<file path="src/rtl/tmrfm_pkg.sv">
// ---------------------------------------------------------------------------
// tmrfm_pkg: shared constants and types of the three-channel RMS fault monitor
// Widths, register map, trip codes and the configuration bundle.
// ---------------------------------------------------------------------------
package tmrfm_pkg;

    // Sampling and window geometry
    localparam int ADC_BITS           = 12;
    localparam int SAMPLES_PER_WINDOW = 16;
    localparam int CHANNELS           = 3;
    localparam int CH_W               = 2;

    localparam int IDX_W     = (SAMPLES_PER_WINDOW > 1) ? $clog2(SAMPLES_PER_WINDOW) : 1;
    localparam int SUM_W     = ADC_BITS + IDX_W;
    localparam int SQ_W      = 2 * ADC_BITS + IDX_W;
    localparam int REM_W     = IDX_W + 1;
    localparam int DIV_CNT_W = $clog2(SUM_W);

    // Result and calibration widths
    localparam int CFG_W         = 16;
    localparam int CAL_W         = 16;
    localparam int RMS_W         = 16;
    localparam int MS_W          = 2 * RMS_W;
    localparam int SHIFT_CURRENT = 10;
    localparam int SHIFT_VOLTAGE = 15;
    localparam int MAC_W         = (SQ_W + CAL_W > SHIFT_VOLTAGE + MS_W) ?
                                   (SQ_W + CAL_W) : (SHIFT_VOLTAGE + MS_W);

    localparam logic [ADC_BITS-1:0] AVG_RESET = ADC_BITS'(2045);

    // Channel codes
    localparam logic [CH_W-1:0] CH_CURRENT  = 2'd0;
    localparam logic [CH_W-1:0] CH_VOLT_ONE = 2'd1;
    localparam logic [CH_W-1:0] CH_VOLT_TWO = 2'd2;

    // Trip codes
    localparam logic [1:0] TRIP_NONE     = 2'd0;
    localparam logic [1:0] TRIP_OVER     = 2'd1;
    localparam logic [1:0] TRIP_COLLAPSE = 2'd2;

    // Register map
    localparam int PADDR_W   = 5;
    localparam int REG_IDX_W = 3;
    localparam logic [REG_IDX_W-1:0] REG_CAL_CURRENT     = 3'd0;
    localparam logic [REG_IDX_W-1:0] REG_CAL_VOLTAGE_ONE = 3'd1;
    localparam logic [REG_IDX_W-1:0] REG_CAL_VOLTAGE_TWO = 3'd2;
    localparam logic [REG_IDX_W-1:0] REG_NOLOAD_CURRENT  = 3'd3;
    localparam logic [REG_IDX_W-1:0] REG_NOLOAD_VOLTAGE  = 3'd4;
    localparam logic [REG_IDX_W-1:0] REG_TRIP_HIGH_V1    = 3'd5;
    localparam logic [REG_IDX_W-1:0] REG_TRIP_LOW_V2     = 3'd6;
    localparam logic [REG_IDX_W-1:0] REG_COLLAPSE_V1     = 3'd7;

    typedef struct packed {
        logic [CFG_W-1:0] cal_current;
        logic [CFG_W-1:0] cal_voltage_one;
        logic [CFG_W-1:0] cal_voltage_two;
        logic [CFG_W-1:0] noload_current;
        logic [CFG_W-1:0] noload_voltage;
        logic [CFG_W-1:0] trip_high_v1;
        logic [CFG_W-1:0] trip_low_v2;
        logic [CFG_W-1:0] collapse_v1;
    } cfg_t;

    localparam cfg_t CFG_RESET = '{
        cal_current:     16'd29402,
        cal_voltage_one: 16'd113,
        cal_voltage_two: 16'd113,
        noload_current:  16'd0,
        noload_voltage:  16'd0,
        trip_high_v1:    16'd200,
        trip_low_v2:     16'd150,
        collapse_v1:     16'd50
    };

endpackage

</file>
<file path="src/rtl/tmrfm_if.sv">
// ---------------------------------------------------------------------------
// tmrfm_if: sample and result channels of the RMS fault monitor
// Valid/ready channels; a transfer happens when valid and ready are high.
// ---------------------------------------------------------------------------
interface tmrfm_in_if;
    logic                              valid;
    logic                              ready;
    logic [tmrfm_pkg::ADC_BITS-1:0]    sample_current;
    logic [tmrfm_pkg::ADC_BITS-1:0]    sample_volt_one;
    logic [tmrfm_pkg::ADC_BITS-1:0]    sample_volt_two;
    logic                              timeout_event;

    modport source (
        output valid, sample_current, sample_volt_one, sample_volt_two, timeout_event,
        input  ready
    );
    modport sink (
        input  valid, sample_current, sample_volt_one, sample_volt_two, timeout_event,
        output ready
    );
endinterface

interface tmrfm_out_if;
    logic                           valid;
    logic                           ready;
    logic [tmrfm_pkg::RMS_W-1:0]    rms_current;
    logic [tmrfm_pkg::RMS_W-1:0]    rms_volt_one;
    logic [tmrfm_pkg::RMS_W-1:0]    rms_volt_two;
    logic [1:0]                     trip_code;
    logic [tmrfm_pkg::RMS_W-1:0]    tripped_current;
    logic [tmrfm_pkg::RMS_W-1:0]    tripped_volt_one;
    logic [tmrfm_pkg::RMS_W-1:0]    tripped_volt_two;

    modport source (
        output valid, rms_current, rms_volt_one, rms_volt_two, trip_code,
               tripped_current, tripped_volt_one, tripped_volt_two,
        input  ready
    );
    modport sink (
        input  valid, rms_current, rms_volt_one, rms_volt_two, trip_code,
               tripped_current, tripped_volt_one, tripped_volt_two,
        output ready
    );
endinterface

</file>
<file path="src/rtl/tmrfm_cfg.sv">
// ---------------------------------------------------------------------------
// tmrfm_cfg: APB register file of the RMS fault monitor
// Eight 16-bit registers at word addresses, always ready, read back as stored.
// ---------------------------------------------------------------------------
module tmrfm_cfg (
    input  logic                           clk,
    input  logic                           rst_n,
    input  logic                           psel,
    input  logic                           penable,
    input  logic                           pwrite,
    input  logic [tmrfm_pkg::PADDR_W-1:0]  paddr,
    input  logic [31:0]                    pwdata,
    output logic [31:0]                    prdata,
    output logic                           pready,
    output tmrfm_pkg::cfg_t                cfg
);
    import tmrfm_pkg::*;

    cfg_t                   cfg_reg;
    cfg_t                   cfg_next;
    logic                   wr_en;
    logic [REG_IDX_W-1:0]   reg_idx;

    assign pready  = 1'b1;
    assign wr_en   = psel && penable && pwrite;
    assign reg_idx = paddr[PADDR_W-1:2];
    assign cfg     = cfg_reg;

    // Decode the write transfer
    always_comb
    begin
        cfg_next = cfg_reg;
        if (wr_en)
        begin
            unique case (reg_idx)
                REG_CAL_CURRENT:     cfg_next.cal_current     = pwdata[CFG_W-1:0];
                REG_CAL_VOLTAGE_ONE: cfg_next.cal_voltage_one = pwdata[CFG_W-1:0];
                REG_CAL_VOLTAGE_TWO: cfg_next.cal_voltage_two = pwdata[CFG_W-1:0];
                REG_NOLOAD_CURRENT:  cfg_next.noload_current  = pwdata[CFG_W-1:0];
                REG_NOLOAD_VOLTAGE:  cfg_next.noload_voltage  = pwdata[CFG_W-1:0];
                REG_TRIP_HIGH_V1:    cfg_next.trip_high_v1    = pwdata[CFG_W-1:0];
                REG_TRIP_LOW_V2:     cfg_next.trip_low_v2     = pwdata[CFG_W-1:0];
                REG_COLLAPSE_V1:     cfg_next.collapse_v1     = pwdata[CFG_W-1:0];
            endcase
        end
    end

    // Read mux
    always_comb
    begin
        unique case (reg_idx)
            REG_CAL_CURRENT:     prdata = 32'(cfg_reg.cal_current);
            REG_CAL_VOLTAGE_ONE: prdata = 32'(cfg_reg.cal_voltage_one);
            REG_CAL_VOLTAGE_TWO: prdata = 32'(cfg_reg.cal_voltage_two);
            REG_NOLOAD_CURRENT:  prdata = 32'(cfg_reg.noload_current);
            REG_NOLOAD_VOLTAGE:  prdata = 32'(cfg_reg.noload_voltage);
            REG_TRIP_HIGH_V1:    prdata = 32'(cfg_reg.trip_high_v1);
            REG_TRIP_LOW_V2:     prdata = 32'(cfg_reg.trip_low_v2);
            REG_COLLAPSE_V1:     prdata = 32'(cfg_reg.collapse_v1);
        endcase
    end

    always_ff @(posedge clk or negedge rst_n)
    begin
        if (!rst_n)
        begin
            cfg_reg <= CFG_RESET;
        end
        else
        begin
            cfg_reg <= cfg_next;
        end
    end

endmodule

</file>
<file path="src/rtl/tmrfm_mac.sv">
// ---------------------------------------------------------------------------
// tmrfm_mac: bit-serial multiply-accumulate unit
// acc = init + mcand * mplier, one multiplier bit per cycle, LSB first; stops
// as soon as the remaining multiplier bits are zero.
// ---------------------------------------------------------------------------
module tmrfm_mac (
    input  logic                          clk,
    input  logic                          rst_n,
    input  logic                          start,
    input  logic [tmrfm_pkg::MAC_W-1:0]   init,
    input  logic [tmrfm_pkg::MAC_W-1:0]   mcand,
    input  logic [tmrfm_pkg::CAL_W-1:0]   mplier,
    output logic                          done,
    output logic [tmrfm_pkg::MAC_W-1:0]   acc
);
    import tmrfm_pkg::*;

    logic [MAC_W-1:0]  acc_reg;
    logic [MAC_W-1:0]  acc_next;
    logic [MAC_W-1:0]  mcand_reg;
    logic [MAC_W-1:0]  mcand_next;
    logic [CAL_W-1:0]  mplier_reg;
    logic [CAL_W-1:0]  mplier_next;
    logic              busy_reg;
    logic              busy_next;
    logic              done_reg;
    logic              done_next;

    assign done = done_reg;
    assign acc  = acc_reg;

    // Load on start, then add the shifted multiplicand for each set bit
    always_comb
    begin
        acc_next    = acc_reg;
        mcand_next  = mcand_reg;
        mplier_next = mplier_reg;
        busy_next   = busy_reg;
        done_next   = 1'b0;
        if (start)
        begin
            acc_next    = init;
            mcand_next  = mcand;
            mplier_next = mplier;
            busy_next   = 1'b1;
        end
        else if (busy_reg)
        begin
            if (mplier_reg[0])
            begin
                acc_next = acc_reg + mcand_reg;
            end
            mcand_next  = mcand_reg << 1;
            mplier_next = mplier_reg >> 1;
            if (mplier_next == '0)
            begin
                busy_next = 1'b0;
                done_next = 1'b1;
            end
        end
    end

    always_ff @(posedge clk or negedge rst_n)
    begin
        if (!rst_n)
        begin
            busy_reg <= 1'b0;
            done_reg <= 1'b0;
        end
        else
        begin
            busy_reg <= busy_next;
            done_reg <= done_next;
        end
    end

    always_ff @(posedge clk)
    begin
        acc_reg    <= acc_next;
        mcand_reg  <= mcand_next;
        mplier_reg <= mplier_next;
    end

endmodule

</file>
<file path="src/rtl/tmrfm_sqrt.sv">
// ---------------------------------------------------------------------------
// tmrfm_sqrt: digit-serial floor square root
// Shifts in two radicand bits per cycle and settles one root bit per cycle.
// ---------------------------------------------------------------------------
module tmrfm_sqrt (
    input  logic                          clk,
    input  logic                          rst_n,
    input  logic                          start,
    input  logic [tmrfm_pkg::MS_W-1:0]    radicand,
    output logic                          done,
    output logic [tmrfm_pkg::RMS_W-1:0]   root
);
    import tmrfm_pkg::*;

    localparam int SREM_W = RMS_W + 1;
    localparam int PART_W = RMS_W + 3;
    localparam int CNT_W  = $clog2(RMS_W);

    logic [MS_W-1:0]    rad_reg;
    logic [MS_W-1:0]    rad_next;
    logic [SREM_W-1:0]  rem_reg;
    logic [SREM_W-1:0]  rem_next;
    logic [RMS_W-1:0]   root_reg;
    logic [RMS_W-1:0]   root_next;
    logic [CNT_W-1:0]   cnt_reg;
    logic [CNT_W-1:0]   cnt_next;
    logic               busy_reg;
    logic               busy_next;
    logic               done_reg;
    logic               done_next;
    logic [PART_W-1:0]  part;
    logic [PART_W-1:0]  trial;
    logic [PART_W-1:0]  diff;

    assign done  = done_reg;
    assign root  = root_reg;
    assign part  = {rem_reg, rad_reg[MS_W-1 -: 2]};
    assign trial = {1'b0, root_reg, 2'b01};
    assign diff  = part - trial;

    // Try the next root bit against the running remainder
    always_comb
    begin
        rad_next  = rad_reg;
        rem_next  = rem_reg;
        root_next = root_reg;
        cnt_next  = cnt_reg;
        busy_next = busy_reg;
        done_next = 1'b0;
        if (start)
        begin
            rad_next  = radicand;
            rem_next  = '0;
            root_next = '0;
            cnt_next  = '0;
            busy_next = 1'b1;
        end
        else if (busy_reg)
        begin
            rad_next = rad_reg << 2;
            cnt_next = cnt_reg + CNT_W'(1);
            if (part >= trial)
            begin
                rem_next  = diff[SREM_W-1:0];
                root_next = {root_reg[RMS_W-2:0], 1'b1};
            end
            else
            begin
                rem_next  = part[SREM_W-1:0];
                root_next = {root_reg[RMS_W-2:0], 1'b0};
            end
            if (cnt_reg == CNT_W'(RMS_W - 1))
            begin
                busy_next = 1'b0;
                done_next = 1'b1;
            end
        end
    end

    always_ff @(posedge clk or negedge rst_n)
    begin
        if (!rst_n)
        begin
            busy_reg <= 1'b0;
            done_reg <= 1'b0;
            cnt_reg  <= '0;
        end
        else
        begin
            busy_reg <= busy_next;
            done_reg <= done_next;
            cnt_reg  <= cnt_next;
        end
    end

    always_ff @(posedge clk)
    begin
        rad_reg  <= rad_next;
        rem_reg  <= rem_next;
        root_reg <= root_next;
    end

endmodule

</file>
<file path="src/rtl/three_channel_rms_fault_monitor.sv">
// An ordinary sample's time depends on L, the bit length of each channel's deviation
// (at least 1), and is set by the bit-serial multiply-accumulate.
// The window-closing sample adds serial averaging, per channel a calibration
// multiply and a square root, and one publish step.
// rst_n clears averages to 2045, sums, maxima and flags; no clearing pass is needed.
// ---------------------------------------------------------------------------
// three_channel_rms_fault_monitor: top level
// Accumulates squared deviations per window, derives calibrated RMS values,
// tracks the maximum set and classifies trips.
// ---------------------------------------------------------------------------
module three_channel_rms_fault_monitor (
    input  logic                           clk,
    input  logic                           rst_n,
    input  logic                           psel,
    input  logic                           penable,
    input  logic                           pwrite,
    input  logic [tmrfm_pkg::PADDR_W-1:0]  paddr,
    input  logic [31:0]                    pwdata,
    output logic [31:0]                    prdata,
    output logic                           pready,
    tmrfm_in_if.sink                       samples,
    tmrfm_out_if.source                    results
);
    import tmrfm_pkg::*;

    localparam logic [3:0] S_IDLE     = 4'd0;
    localparam logic [3:0] S_SQ_GO    = 4'd1;
    localparam logic [3:0] S_SQ_WAIT  = 4'd2;
    localparam logic [3:0] S_DIV      = 4'd3;
    localparam logic [3:0] S_AVG      = 4'd4;
    localparam logic [3:0] S_CAL_GO   = 4'd5;
    localparam logic [3:0] S_CAL_WAIT = 4'd6;
    localparam logic [3:0] S_RT_WAIT  = 4'd7;
    localparam logic [3:0] S_FINAL    = 4'd8;

    cfg_t cfg;

    logic [3:0]            state_reg;
    logic [3:0]            state_next;
    logic [CH_W-1:0]       ch_reg;
    logic [CH_W-1:0]       ch_next;
    logic [IDX_W-1:0]      idx_reg;
    logic [IDX_W-1:0]      idx_next;
    logic [DIV_CNT_W-1:0]  div_cnt_reg;
    logic [DIV_CNT_W-1:0]  div_cnt_next;
    logic                  pending_reg;
    logic                  pending_next;
    logic                  out_valid_reg;
    logic                  out_valid_next;

    logic [ADC_BITS-1:0]   sample_reg  [CHANNELS];
    logic [ADC_BITS-1:0]   sample_next [CHANNELS];
    logic [ADC_BITS-1:0]   avg_reg     [CHANNELS];
    logic [ADC_BITS-1:0]   avg_next    [CHANNELS];
    logic [SUM_W-1:0]      raw_reg     [CHANNELS];
    logic [SUM_W-1:0]      raw_next    [CHANNELS];
    logic [IDX_W-1:0]      rem_reg     [CHANNELS];
    logic [IDX_W-1:0]      rem_next    [CHANNELS];
    logic [SQ_W-1:0]       sq_reg      [CHANNELS];
    logic [SQ_W-1:0]       sq_next     [CHANNELS];
    logic [RMS_W-1:0]      rms_reg     [CHANNELS];
    logic [RMS_W-1:0]      rms_next    [CHANNELS];
    logic [RMS_W-1:0]      max_reg     [CHANNELS];
    logic [RMS_W-1:0]      max_next    [CHANNELS];
    logic [RMS_W-1:0]      out_rms_reg  [CHANNELS];
    logic [RMS_W-1:0]      out_rms_next [CHANNELS];
    logic [RMS_W-1:0]      out_snap_reg  [CHANNELS];
    logic [RMS_W-1:0]      out_snap_next [CHANNELS];
    logic [1:0]            out_trip_reg;
    logic [1:0]            out_trip_next;

    logic [ADC_BITS-1:0]   in_sample [CHANNELS];
    logic [REM_W-1:0]      div_part  [CHANNELS];
    logic                  div_q     [CHANNELS];
    logic [REM_W-1:0]      div_diff  [CHANNELS];
    logic [RMS_W-1:0]      max_upd   [CHANNELS];

    logic                  in_fire;
    logic                  out_fire;
    logic [ADC_BITS-1:0]   cur_sample;
    logic [ADC_BITS-1:0]   cur_avg;
    logic [SQ_W-1:0]       cur_sq;
    logic [CAL_W-1:0]      cur_cal;
    logic [ADC_BITS-1:0]   mag;

    logic                  mac_start;
    logic [MAC_W-1:0]      mac_init;
    logic [MAC_W-1:0]      mac_mcand;
    logic [CAL_W-1:0]      mac_mplier;
    logic                  mac_done;
    logic [MAC_W-1:0]      mac_acc;
    logic                  rt_start;
    logic [MS_W-1:0]       rt_radicand;
    logic                  rt_done;
    logic [RMS_W-1:0]      rt_root;
    logic [RMS_W-1:0]      root_z;

    logic                  max_take;
    logic                  trip_over;
    logic                  trip_collapse;
    logic                  tripped;

    tmrfm_cfg u_cfg (
        .clk     (clk),
        .rst_n   (rst_n),
        .psel    (psel),
        .penable (penable),
        .pwrite  (pwrite),
        .paddr   (paddr),
        .pwdata  (pwdata),
        .prdata  (prdata),
        .pready  (pready),
        .cfg     (cfg)
    );

    tmrfm_mac u_mac (
        .clk    (clk),
        .rst_n  (rst_n),
        .start  (mac_start),
        .init   (mac_init),
        .mcand  (mac_mcand),
        .mplier (mac_mplier),
        .done   (mac_done),
        .acc    (mac_acc)
    );

    tmrfm_sqrt u_sqrt (
        .clk      (clk),
        .rst_n    (rst_n),
        .start    (rt_start),
        .radicand (rt_radicand),
        .done     (rt_done),
        .root     (rt_root)
    );

    // Channel handshakes
    assign samples.ready = (state_reg == S_IDLE);
    assign in_fire       = samples.valid && samples.ready;
    assign out_fire      = out_valid_reg && results.ready;

    assign in_sample[0] = samples.sample_current;
    assign in_sample[1] = samples.sample_volt_one;
    assign in_sample[2] = samples.sample_volt_two;

    assign results.valid            = out_valid_reg;
    assign results.rms_current      = out_rms_reg[0];
    assign results.rms_volt_one     = out_rms_reg[1];
    assign results.rms_volt_two     = out_rms_reg[2];
    assign results.trip_code        = out_trip_reg;
    assign results.tripped_current  = out_snap_reg[0];
    assign results.tripped_volt_one = out_snap_reg[1];
    assign results.tripped_volt_two = out_snap_reg[2];

    // Select the active channel's operands
    always_comb
    begin
        case (ch_reg)
            CH_CURRENT:
            begin
                cur_sample = sample_reg[0];
                cur_avg    = avg_reg[0];
                cur_sq     = sq_reg[0];
                cur_cal    = cfg.cal_current;
            end
            CH_VOLT_ONE:
            begin
                cur_sample = sample_reg[1];
                cur_avg    = avg_reg[1];
                cur_sq     = sq_reg[1];
                cur_cal    = cfg.cal_voltage_one;
            end
            CH_VOLT_TWO:
            begin
                cur_sample = sample_reg[2];
                cur_avg    = avg_reg[2];
                cur_sq     = sq_reg[2];
                cur_cal    = cfg.cal_voltage_two;
            end
            default:
            begin
                cur_sample = '0;
                cur_avg    = '0;
                cur_sq     = '0;
                cur_cal    = '0;
            end
        endcase
    end

    // Absolute deviation from the running average
    assign mag = (cur_sample >= cur_avg) ? (cur_sample - cur_avg) : (cur_avg - cur_sample);

    // Square-accumulate in the sample phase, calibrate at window end
    assign mac_start  = (state_reg == S_SQ_GO) || (state_reg == S_CAL_GO);
    assign mac_init   = (state_reg == S_SQ_GO) ? MAC_W'(cur_sq) : '0;
    assign mac_mcand  = (state_reg == S_SQ_GO) ? MAC_W'(mag) : MAC_W'(cur_sq);
    assign mac_mplier = (state_reg == S_SQ_GO) ? CAL_W'(mag) : cur_cal;

    // Scale, wrap and hand to the square root
    assign rt_start    = (state_reg == S_CAL_WAIT) && mac_done;
    assign rt_radicand = (ch_reg == CH_CURRENT) ? mac_acc[SHIFT_CURRENT +: MS_W]
                                                : mac_acc[SHIFT_VOLTAGE +: MS_W];

    // Apply the no-load floor
    always_comb
    begin
        root_z = rt_root;
        if (ch_reg == CH_CURRENT)
        begin
            if (rt_root <= cfg.noload_current)
            begin
                root_z = '0;
            end
        end
        else if (rt_root < cfg.noload_voltage)
        begin
            root_z = '0;
        end
    end

    // One restoring division step per cycle on each raw sum
    always_comb
    begin
        for (int c = 0; c < CHANNELS; c++)
        begin
            div_part[c] = {rem_reg[c], raw_reg[c][SUM_W-1]};
            div_q[c]    = (div_part[c] >= REM_W'(SAMPLES_PER_WINDOW));
            div_diff[c] = div_part[c] - REM_W'(SAMPLES_PER_WINDOW);
        end
    end

    // Maximum set and trip classification
    assign max_take      = (max_reg[0] <= rms_reg[0]);
    assign trip_over     = (rms_reg[1] > cfg.trip_high_v1) && (rms_reg[2] < cfg.trip_low_v2);
    assign trip_collapse = (rms_reg[1] < cfg.collapse_v1);
    assign tripped       = trip_over || trip_collapse;

    always_comb
    begin
        for (int c = 0; c < CHANNELS; c++)
        begin
            max_upd[c] = max_take ? rms_reg[c] : max_reg[c];
        end
    end

    // Sequencer
    always_comb
    begin
        state_next     = state_reg;
        ch_next        = ch_reg;
        idx_next       = idx_reg;
        div_cnt_next   = div_cnt_reg;
        pending_next   = pending_reg;
        out_valid_next = out_fire ? 1'b0 : out_valid_reg;
        out_trip_next  = out_trip_reg;
        sample_next    = sample_reg;
        avg_next       = avg_reg;
        raw_next       = raw_reg;
        rem_next       = rem_reg;
        sq_next        = sq_reg;
        rms_next       = rms_reg;
        max_next       = max_reg;
        out_rms_next   = out_rms_reg;
        out_snap_next  = out_snap_reg;

        unique case (state_reg)
            S_IDLE:
            begin
                // Take the sample transfer and add the raw values
                if (in_fire)
                begin
                    for (int c = 0; c < CHANNELS; c++)
                    begin
                        sample_next[c] = in_sample[c];
                        raw_next[c]    = raw_reg[c] + SUM_W'(in_sample[c]);
                    end
                    if (samples.timeout_event)
                    begin
                        pending_next = 1'b1;
                    end
                    ch_next    = CH_CURRENT;
                    state_next = S_SQ_GO;
                end
            end
            S_SQ_GO:
            begin
                state_next = S_SQ_WAIT;
            end
            S_SQ_WAIT:
            begin
                if (mac_done)
                begin
                    sq_next[ch_reg] = mac_acc[SQ_W-1:0];
                    if (ch_reg == CH_VOLT_TWO)
                    begin
                        if (idx_reg == IDX_W'(SAMPLES_PER_WINDOW - 1))
                        begin
                            idx_next     = '0;
                            div_cnt_next = '0;
                            for (int c = 0; c < CHANNELS; c++)
                            begin
                                rem_next[c] = '0;
                            end
                            state_next = S_DIV;
                        end
                        else
                        begin
                            idx_next   = idx_reg + IDX_W'(1);
                            state_next = S_IDLE;
                        end
                    end
                    else
                    begin
                        ch_next    = ch_reg + CH_W'(1);
                        state_next = S_SQ_GO;
                    end
                end
            end
            S_DIV:
            begin
                // Shift quotient bits into the raw sums
                for (int c = 0; c < CHANNELS; c++)
                begin
                    rem_next[c] = div_q[c] ? div_diff[c][IDX_W-1:0] : div_part[c][IDX_W-1:0];
                    raw_next[c] = {raw_reg[c][SUM_W-2:0], div_q[c]};
                end
                div_cnt_next = div_cnt_reg + DIV_CNT_W'(1);
                if (div_cnt_reg == DIV_CNT_W'(SUM_W - 1))
                begin
                    state_next = S_AVG;
                end
            end
            S_AVG:
            begin
                for (int c = 0; c < CHANNELS; c++)
                begin
                    avg_next[c] = raw_reg[c][ADC_BITS-1:0];
                    raw_next[c] = '0;
                end
                ch_next    = CH_CURRENT;
                state_next = S_CAL_GO;
            end
            S_CAL_GO:
            begin
                // Square sum is now held in the multiplier; clear it
                sq_next[ch_reg] = '0;
                state_next      = S_CAL_WAIT;
            end
            S_CAL_WAIT:
            begin
                if (mac_done)
                begin
                    state_next = S_RT_WAIT;
                end
            end
            S_RT_WAIT:
            begin
                if (rt_done)
                begin
                    rms_next[ch_reg] = root_z;
                    if (ch_reg == CH_VOLT_TWO)
                    begin
                        state_next = S_FINAL;
                    end
                    else
                    begin
                        ch_next    = ch_reg + CH_W'(1);
                        state_next = S_CAL_GO;
                    end
                end
            end
            S_FINAL:
            begin
                // Publish once the output register is free
                if (!out_valid_reg || results.ready)
                begin
                    out_valid_next = 1'b1;
                    if (trip_over)
                    begin
                        out_trip_next = TRIP_OVER;
                    end
                    else if (trip_collapse)
                    begin
                        out_trip_next = TRIP_COLLAPSE;
                    end
                    else
                    begin
                        out_trip_next = TRIP_NONE;
                    end
                    for (int c = 0; c < CHANNELS; c++)
                    begin
                        out_rms_next[c]  = rms_reg[c];
                        out_snap_next[c] = tripped ? max_upd[c] : rms_reg[c];
                        max_next[c]      = (!tripped && pending_reg) ? rms_reg[c] : max_upd[c];
                    end
                    if (!tripped)
                    begin
                        pending_next = 1'b0;
                    end
                    state_next = S_IDLE;
                end
            end
            default:
            begin
                state_next = S_IDLE;
            end
        endcase
    end

    always_ff @(posedge clk or negedge rst_n)
    begin
        if (!rst_n)
        begin
            state_reg     <= S_IDLE;
            ch_reg        <= CH_CURRENT;
            idx_reg       <= '0;
            div_cnt_reg   <= '0;
            pending_reg   <= 1'b0;
            out_valid_reg <= 1'b0;
            for (int c = 0; c < CHANNELS; c++)
            begin
                avg_reg[c] <= AVG_RESET;
                raw_reg[c] <= '0;
                sq_reg[c]  <= '0;
                max_reg[c] <= '0;
            end
        end
        else
        begin
            state_reg     <= state_next;
            ch_reg        <= ch_next;
            idx_reg       <= idx_next;
            div_cnt_reg   <= div_cnt_next;
            pending_reg   <= pending_next;
            out_valid_reg <= out_valid_next;
            avg_reg       <= avg_next;
            raw_reg       <= raw_next;
            sq_reg        <= sq_next;
            max_reg       <= max_next;
        end
    end

    // Payload registers
    always_ff @(posedge clk)
    begin
        sample_reg   <= sample_next;
        rem_reg      <= rem_next;
        rms_reg      <= rms_next;
        out_rms_reg  <= out_rms_next;
        out_snap_reg <= out_snap_next;
        out_trip_reg <= out_trip_next;
    end

endmodule

</file>
<file path="src/flat_wrapper.sv">
// flat-port wrapper written by rule: the top's interface ports become plain ports
module three_channel_rms_fault_monitor_flat import tmrfm_pkg::*;
  (clk, rst_n, psel, penable, pwrite, paddr, pwdata, prdata, pready, samples_valid, samples_sample_current, samples_sample_volt_one, samples_sample_volt_two, samples_timeout_event, samples_ready, results_valid, results_rms_current, results_rms_volt_one, results_rms_volt_two, results_trip_code, results_tripped_current, results_tripped_volt_one, results_tripped_volt_two, results_ready);
  tmrfm_in_if samples_i ();
  tmrfm_out_if results_i ();
  input  logic clk;
  input  logic rst_n;
  input  logic psel;
  input  logic penable;
  input  logic pwrite;
  input  logic [tmrfm_pkg::PADDR_W-1:0] paddr;
  input  logic [31:0] pwdata;
  output logic [31:0] prdata;
  output logic pready;
  input wire logic [$bits(samples_i.valid)-1:0] samples_valid;
  input wire logic [$bits(samples_i.sample_current)-1:0] samples_sample_current;
  input wire logic [$bits(samples_i.sample_volt_one)-1:0] samples_sample_volt_one;
  input wire logic [$bits(samples_i.sample_volt_two)-1:0] samples_sample_volt_two;
  input wire logic [$bits(samples_i.timeout_event)-1:0] samples_timeout_event;
  output wire logic [$bits(samples_i.ready)-1:0] samples_ready;
  output wire logic [$bits(results_i.valid)-1:0] results_valid;
  output wire logic [$bits(results_i.rms_current)-1:0] results_rms_current;
  output wire logic [$bits(results_i.rms_volt_one)-1:0] results_rms_volt_one;
  output wire logic [$bits(results_i.rms_volt_two)-1:0] results_rms_volt_two;
  output wire logic [$bits(results_i.trip_code)-1:0] results_trip_code;
  output wire logic [$bits(results_i.tripped_current)-1:0] results_tripped_current;
  output wire logic [$bits(results_i.tripped_volt_one)-1:0] results_tripped_volt_one;
  output wire logic [$bits(results_i.tripped_volt_two)-1:0] results_tripped_volt_two;
  input wire logic [$bits(results_i.ready)-1:0] results_ready;
  assign samples_i.valid = samples_valid;
  assign samples_i.sample_current = samples_sample_current;
  assign samples_i.sample_volt_one = samples_sample_volt_one;
  assign samples_i.sample_volt_two = samples_sample_volt_two;
  assign samples_i.timeout_event = samples_timeout_event;
  assign samples_ready = samples_i.ready;
  assign results_valid = results_i.valid;
  assign results_rms_current = results_i.rms_current;
  assign results_rms_volt_one = results_i.rms_volt_one;
  assign results_rms_volt_two = results_i.rms_volt_two;
  assign results_trip_code = results_i.trip_code;
  assign results_tripped_current = results_i.tripped_current;
  assign results_tripped_volt_one = results_i.tripped_volt_one;
  assign results_tripped_volt_two = results_i.tripped_volt_two;
  assign results_i.ready = results_ready;
  three_channel_rms_fault_monitor u_core (.clk(clk), .rst_n(rst_n), .psel(psel), .penable(penable), .pwrite(pwrite), .paddr(paddr), .pwdata(pwdata), .prdata(prdata), .pready(pready), .samples(samples_i), .results(results_i));
endmodule
</file>
<file path="config.mk">
export PLATFORM = sky130hd
export DESIGN_NAME = three_channel_rms_fault_monitor_flat
export DESIGN_NICKNAME = d
export VERILOG_FILES = /design/src/rtl/tmrfm_pkg.sv /design/src/rtl/tmrfm_if.sv /design/src/rtl/tmrfm_cfg.sv /design/src/rtl/tmrfm_mac.sv /design/src/rtl/tmrfm_sqrt.sv /design/src/rtl/three_channel_rms_fault_monitor.sv /design/src/flat_wrapper.sv
export SDC_FILE = /design/constraint.sdc
export NUM_CORES = 2
export LEC_CHECK = 0
export ABC_CLOCK_PERIOD_IN_PS = 7250
export BUFFER_PORTS_ARGS = -buffer_cell sky130_fd_sc_hd__buf_2
export CAP_MARGIN = 20
export CORE_ASPECT_RATIO = 0.6
export CORE_MARGIN = 4
export CORE_UTILIZATION = 25
export CTS_BUF_LIST = sky130_fd_sc_hd__clkbuf_8
export DETAILED_ROUTE_END_ITERATION = 10
export SLEW_MARGIN = 10
export SYNTH_ARGS = -nofsm -noshare
export SYNTH_HDL_FRONTEND = slang
export SYNTH_SLANG_ARGS = --single-unit
</file>
<file path="constraint.sdc">
create_clock -name clk -period 7.25 [get_ports clk]
set_input_delay 0.725 -clock clk [delete_from_list [all_inputs] [get_ports clk]]
set_output_delay 0.725 -clock clk [all_outputs]
set_load 0.02 [all_outputs]
</file>
Word-level counts from Yosys, hierarchy flattened
Index checks and enable logic that the tools add are counted.
{"block": "op_classes", "n_addsub": 14, "n_lt_le_gt_ge": 13, "eq_ne": 30, "mux": 93, "n_bitwise": 3, "reduce_logical": 44}
{"op": "$mux 16", "n": 16}
{"op": "$pmux 32 s8", "n": 1}
{"op": "$mux 47", "n": 5}
{"op": "$pmux 84 s2", "n": 1}
{"op": "$pmux 48 s3", "n": 1}
{"op": "$mux 32", "n": 3}
{"op": "$and 84x84->84", "n": 1}
{"op": "$bwmux 84", "n": 1}
{"op": "$mux 28", "n": 3}
{"op": "$mux 84", "n": 1}
{"op": "$not 84->84", "n": 1}
{"op": "$pmux 28 s3", "n": 1}
{"op": "$pmux 12 s3", "n": 2}
{"op": "$mux 4", "n": 16}
{"op": "$demux 28 s2", "n": 1}
{"op": "$add 16x12->16", "n": 3}
{"op": "$bwmux 48", "n": 1}
{"op": "$lt 16x16->1", "n": 3}
{"op": "$mux 12", "n": 4}
{"op": "$mux 48", "n": 1}
{"op": "$pmux 16 s3", "n": 1}
{"op": "$add 47x47->47", "n": 1}
{"op": "$pmux 4 s9", "n": 1}
{"op": "$demux 16 s2", "n": 1}
{"op": "other kinds (46)", "n": 127}
{"block": "word_totals", "regBits": 737, "in_bits": 81, "out_inout_bits": 133, "wordCells": 250}

Logic depth before layout (Yosys ltp)
{"block": "depth", "ltp_word": 8, "ltp_mapped": 20, "mapped_depth_nobuf": 16}

Hierarchy
Synthesis repeated with hierarchy kept, for this count alone.
{"block": "hier_totals", "cells_unflattened": 3601, "hier_area_um2": 40303.7}
{"module": "three_channel_rms_fault_monitor", "instances": 1, "cells_per_inst": 2083, "area_each_um2": 22955.8}
{"module": "tmrfm_mac", "instances": 1, "cells_per_inst": 698, "area_each_um2": 7333.3}
{"module": "tmrfm_cfg", "instances": 1, "cells_per_inst": 436, "area_each_um2": 6055.8}
{"module": "tmrfm_sqrt", "instances": 1, "cells_per_inst": 384, "area_each_um2": 3958.8}

Worst setup path after synthesis
Ideal clock, no wire load.
{"block": "synth_path", "path_kind": "input-to-reg", "start": "input results_ready", "end": "register u_core.max_reg[10] (netlist bit)", "t_arrival_ns": 4.316, "required_time_ns": 7.125, "slack_ns": 2.809, "path_stages": 7, "n_path_buf": 2, "path_cell_list": "nand2b_1 -> and3_1 -> nor2b_1 -> a41oi_2 -> buf_6 -> buf_6 -> mux2_4"}
{"block": "synth_between", "elab_chain_len": 2}
{"item": "from (decl)", "line": "flat_wrapper.sv:29", "text": "input wire logic [$bits(results_i.ready)-1:0] results_ready;"}
{"item": "$logic_or 1x1->1", "line": "three_channel_rms_fault_monitor.sv:374", "text": "if (!out_valid_reg || results.ready)"}
{"item": "$reduce_and 2->1 (no line)"}
{"item": "to (signal assigned)", "line": "three_channel_rms_fault_monitor.sv:438", "text": "max_reg <= max_next;"}
{"item": "to (decl)", "line": "three_channel_rms_fault_monitor.sv:63", "text": "logic [RMS_W-1:0] max_reg [CHANNELS];"}
Every way passes these cells.
A chain may end at the register's enable or synchronous reset.

Final worst setup path
{"block": "layout_path", "start": "register u_core.ch_reg[0]", "end": "register u_core.u_mac.mplier_reg[11] (data pin)"}
{"block": "layout_between", "elab_chain_len": 6, "elab_cells_between_ends": 12}
{"item": "from (decl)", "line": "three_channel_rms_fault_monitor.sv:40", "text": "logic [CH_W-1:0] ch_reg;"}
{"item": "from (signal assigned)", "line": "three_channel_rms_fault_monitor.sv:430", "text": "ch_reg <= ch_next;"}
{"item": "$eq 2x2->1 (tied with other cells)", "line": "three_channel_rms_fault_monitor.sv:157", "text": "case (ch_reg)"}
{"item": "$pmux 12 s3", "line": "three_channel_rms_fault_monitor.sv:157"}
{"item": "$sub 12x12->12 or $ge 12x12->1 (tied branches)", "line": "three_channel_rms_fault_monitor.sv:190", "text": "assign mag = (cur_sample >= cur_avg) ? (cur_sample - cur_avg) : (cur_avg - cur_sample);"}
{"item": "$mux 12", "line": "three_channel_rms_fault_monitor.sv:190"}
{"item": "$mux 16 *", "line": "three_channel_rms_fault_monitor.sv:196", "text": "assign mac_mplier = (state_reg == S_SQ_GO) ? CAL_W'(mag) : cur_cal;"}
{"item": "$mux 16 *", "line": "tmrfm_mac.sv:40", "text": "if (start)"}
{"item": "named net u_core.u_mac.mplier_next[11]", "line": "tmrfm_mac.sv:23", "text": "logic [CAL_W-1:0] mplier_next;"}
{"item": "to (signal assigned)", "line": "tmrfm_mac.sv:81", "text": "mplier_reg <= mplier_next;"}
{"item": "to (decl)", "line": "tmrfm_mac.sv:22", "text": "logic [CAL_W-1:0] mplier_reg;"}
Mark *: on every way through the listed nets, which the timed path passes. The rest lies on a longest branch.

==> impl_metrics.yaml <==
die:
  die_area_um2: 162000
  io_pins: 214
  die_w_um: 517.0
  core_area_um2: 153600
  die_y_um: 313.4
  num_rows: 111
  start_util: 0.2530
placement:
  gp_routability_congestion: 0.9140
  place_hpwl_um: 85310
  place.port_buffers: 178
  pre_cts_ws_ns: 2.374
sta:
  min_period_over_period: 0.6953
  skew_ns: 0.06477
  setup_viol: 0
  fin_setup_tns_ns: 0
  min_period_ns: 5.041
  relSlewSlack: 0.2133
  grt_setup_unrepaired: "false"
  slew_viol_final: 0
  hold_viol: 0
  worst_pin_slew_ns: 1.180
  layout_setup_ws_ns: 2.209
  timing.fmax_mhz: 198.4
global_route:
  grt_use_total: 0.1418
  antenna_found_initial: 12
  grtUsageMet2: 0.1754
  grt_max_degree: 139
  grt_pass1_vias: 27434
  use_met3: 0.04252
  grt_most_used_layer: "met1"
  grt_pass1_wl_um: 178400
  overflow: 0
  grt_util_met1: 0.2333
logic_synthesis:
  synth.top_cell.area_share: 0.2597
  synth_enable_flop_cells: 336
  yosysUniqueCellTypes: 94
  yosysWarnings: 0
  ys_seq_elements: 737
  syn_inst: 3557
  async_reset_ff_frac: 0.4993
  synth_largest_area_cell: "edfxtp_1"
  synthFlopType: "edfxtp_1"
  synthTopCellsByArea: "edfxtp_1 26%, dfrtp_1 20%, ha_1 7.2%, nand2_1 4.1%, dfstp_2 3.9%"
  synth_area_um2: 38850
  seq_area_frac_synth: 0.5155
  avgSynthCellArea_um2: 10.92
  synth_most_common_cell: "nand2_1"
  yosys-top-cells-count: "421 x nand2_1, 336 x edfxtp_1, 311 x dfrtp_1, 241 x nor2_1, 223 x ha_1"
clocking:
  clk_latency_ns: 0.83
  ctsLongestPathBuffers: 3
  path_clk_slew_ns: 0.08
  htreeDepth: 3
  cts_buffers: 103
  cts.sinks: 737
  clockRootBuffer: "clkbuf_8"
  cts_tree: "built"
setup_path:
  crit_top_cell: "inv_1"
  worstPathCellList: "inv_1 > ha_2 > nand2_1 > a31o_2 > ha_1 > inv_1 > o31ai_1 > a211oi_2 > nor2_2 > a211oi_1 > o21ai_1 > a221o_1 > mux2i_1 > o311ai_1"
  cp.required_ns: 7.76
  critPathArrivalTime_ns: 5.55
  critPathMaxStageDelay_ns: 0.65
  cpLargestDelayFamily: "compound AO/OA/AOI/OAI gates"
  cpMaxStageDelayCell: "mux2i_1"
  end_kind: "flop"
  worstSetupStartpoint: "u_core.ch_reg[0]"
  cp-start-kind: "flop"
  path_buf_inv: 2
  crit-reg2reg-launch: "u_core.ch_reg[0]"
  critical_path_class: "reg2reg"
  path_max_fanout: 25
drt:
  dr.pass1.iters: 9
  drc_errors: 0
  drtIter0Drc: 3398
  vias: 29422
  routedWlPerCell_um: 20.39
  ant_nets: 0
  vias_per_cell: 5.041
  finalWirelength_um: 119000
power:
  p_leak_uw: 0.01917
  irDropWorstVdd_mv: 0.2896
  power.density_nw_per_um2: 405.0
cells_and_area:
  fill_cells: 15903
  post-route-util: 0.2879
  largest_register_ffs: 128
  drive_above_1_share: 0.1794
  syn2layout_area_growth_pct: 13.81
  final_nets: 4016
min_path:
  hold_class: "in2reg"
  hp-start: "samples_sample_volt_two[1]"
outcome:
  status: "finished clean"
flow_run:
  drv_cap: 0
[power by group]
group | switching (uW) | internal [uW] | total, uW
clock network | 1800 | 1710 | 3510
registers | 935 | 5650 | 6580
logic | 4930 | 2880 | 7810
total | 7670 | 10200 | 17900
[through the flow]
stage | instances | hold WS, ns | instance area (um2) | power (uW)
3_5_place_dp | 5634 | 0.4508 | 42030 | 14250
6_report | 5836 | 0.1442 | 44220 | 17910
4_1_cts | 5831 | 0.07125 | 44210 | 17790
2_1_floorplan | 3572 | 0.4294 | 38910 | 11740
3_3_place_gp | 5634 | 0.4477 | 42030 | 14080
5_1_grt | 5833 | 0.08604 | 44210 | 19010
[layout by cell type (no fill, tap or decap), drive strengths merged, types with 17 or more instances in the layout]
cell type  count
xor2          35
dfrtp        311
xnor2         54
conb          17
nor3          50
o21ai        233
nor2b         25
a221oi        39
and2          55
nand2        421
a21oi        149
dfxtp         33
clkinv        38
clkbuf       115
a31oi         20
nand4         38
edfxtp       336
buf          236
nand2b        25
nor2         242
inv          222
a22o         111
mux2i         81
a211oi        25
nand3         34
mux2         155
a222oi        46
o21a          28
dfstp         57
a21o          80
ha           223
[path summary, 6_finish.rpt]
kind / endpoint / slack (ns) / cells after the start
worst max-delay path: u_core.u_mac.mplier_reg[11] / 2.21 / 14
worst min-delay path: u_core.sample_reg[1] / 0.14 / 1
worst max register to register: u_core.u_mac.mplier_reg[11] / 2.21 / 14
worst min register to register: u_core.avg_reg[33] / 0.46 / 2
max in group asynchronous: u_core.u_cfg.cfg[98] / 5.39 / 3
min in group asynchronous: u_core.raw_reg[23] / 0.47 / 2
[cell type report]
cell class,instances,area [um2],share of cell area
repair buffers,237,1371,0.03101
multi-input cells,2440,17390,0.3933
diodes,5,12.51,0.0002830
clock inverters,81,583.1,0.01319
flip-flops and latches,737,20030,0.4530
inverters,187,703.2,0.01590
well taps,2034,2545,0.05755
clock buffers,115,1583,0.03579
[per-layer routing]
layer | wire length (um) | vias up
met5 | 506 | -
met4 | 1573 | 6
met3 | 12360 | 146
met2 | 43770 | 1279
met1 | 60790 | 14693
li1 | - | 13298
[logic make-up (layout without fill, tap and decap cells)]
logic type,Yosys count,after routing,share of synthesized area
other cells,2,22,0.0001933
mux,247,247,0.07584
xor+xnor,89,89,0.02006
flops,737,737,0.5155
compound gates,892,892,0.1604
buf+inv,395,620,0.04144
simple gates,966,966,0.1117
fa+ha+maj,229,229,0.07490
[what timing repair did]
| item | in CTS | in global routing |
|---|---|---|
| hold endpoints to repair | 44 | 0 |
| hold buffers | 1 | 0 |
| setup endpoints to repair | 0 | 0 |
| setup buffers | 0 | 0 |
| resized for setup | 0 | 0 |
Power figures use the tool's default switching activity.
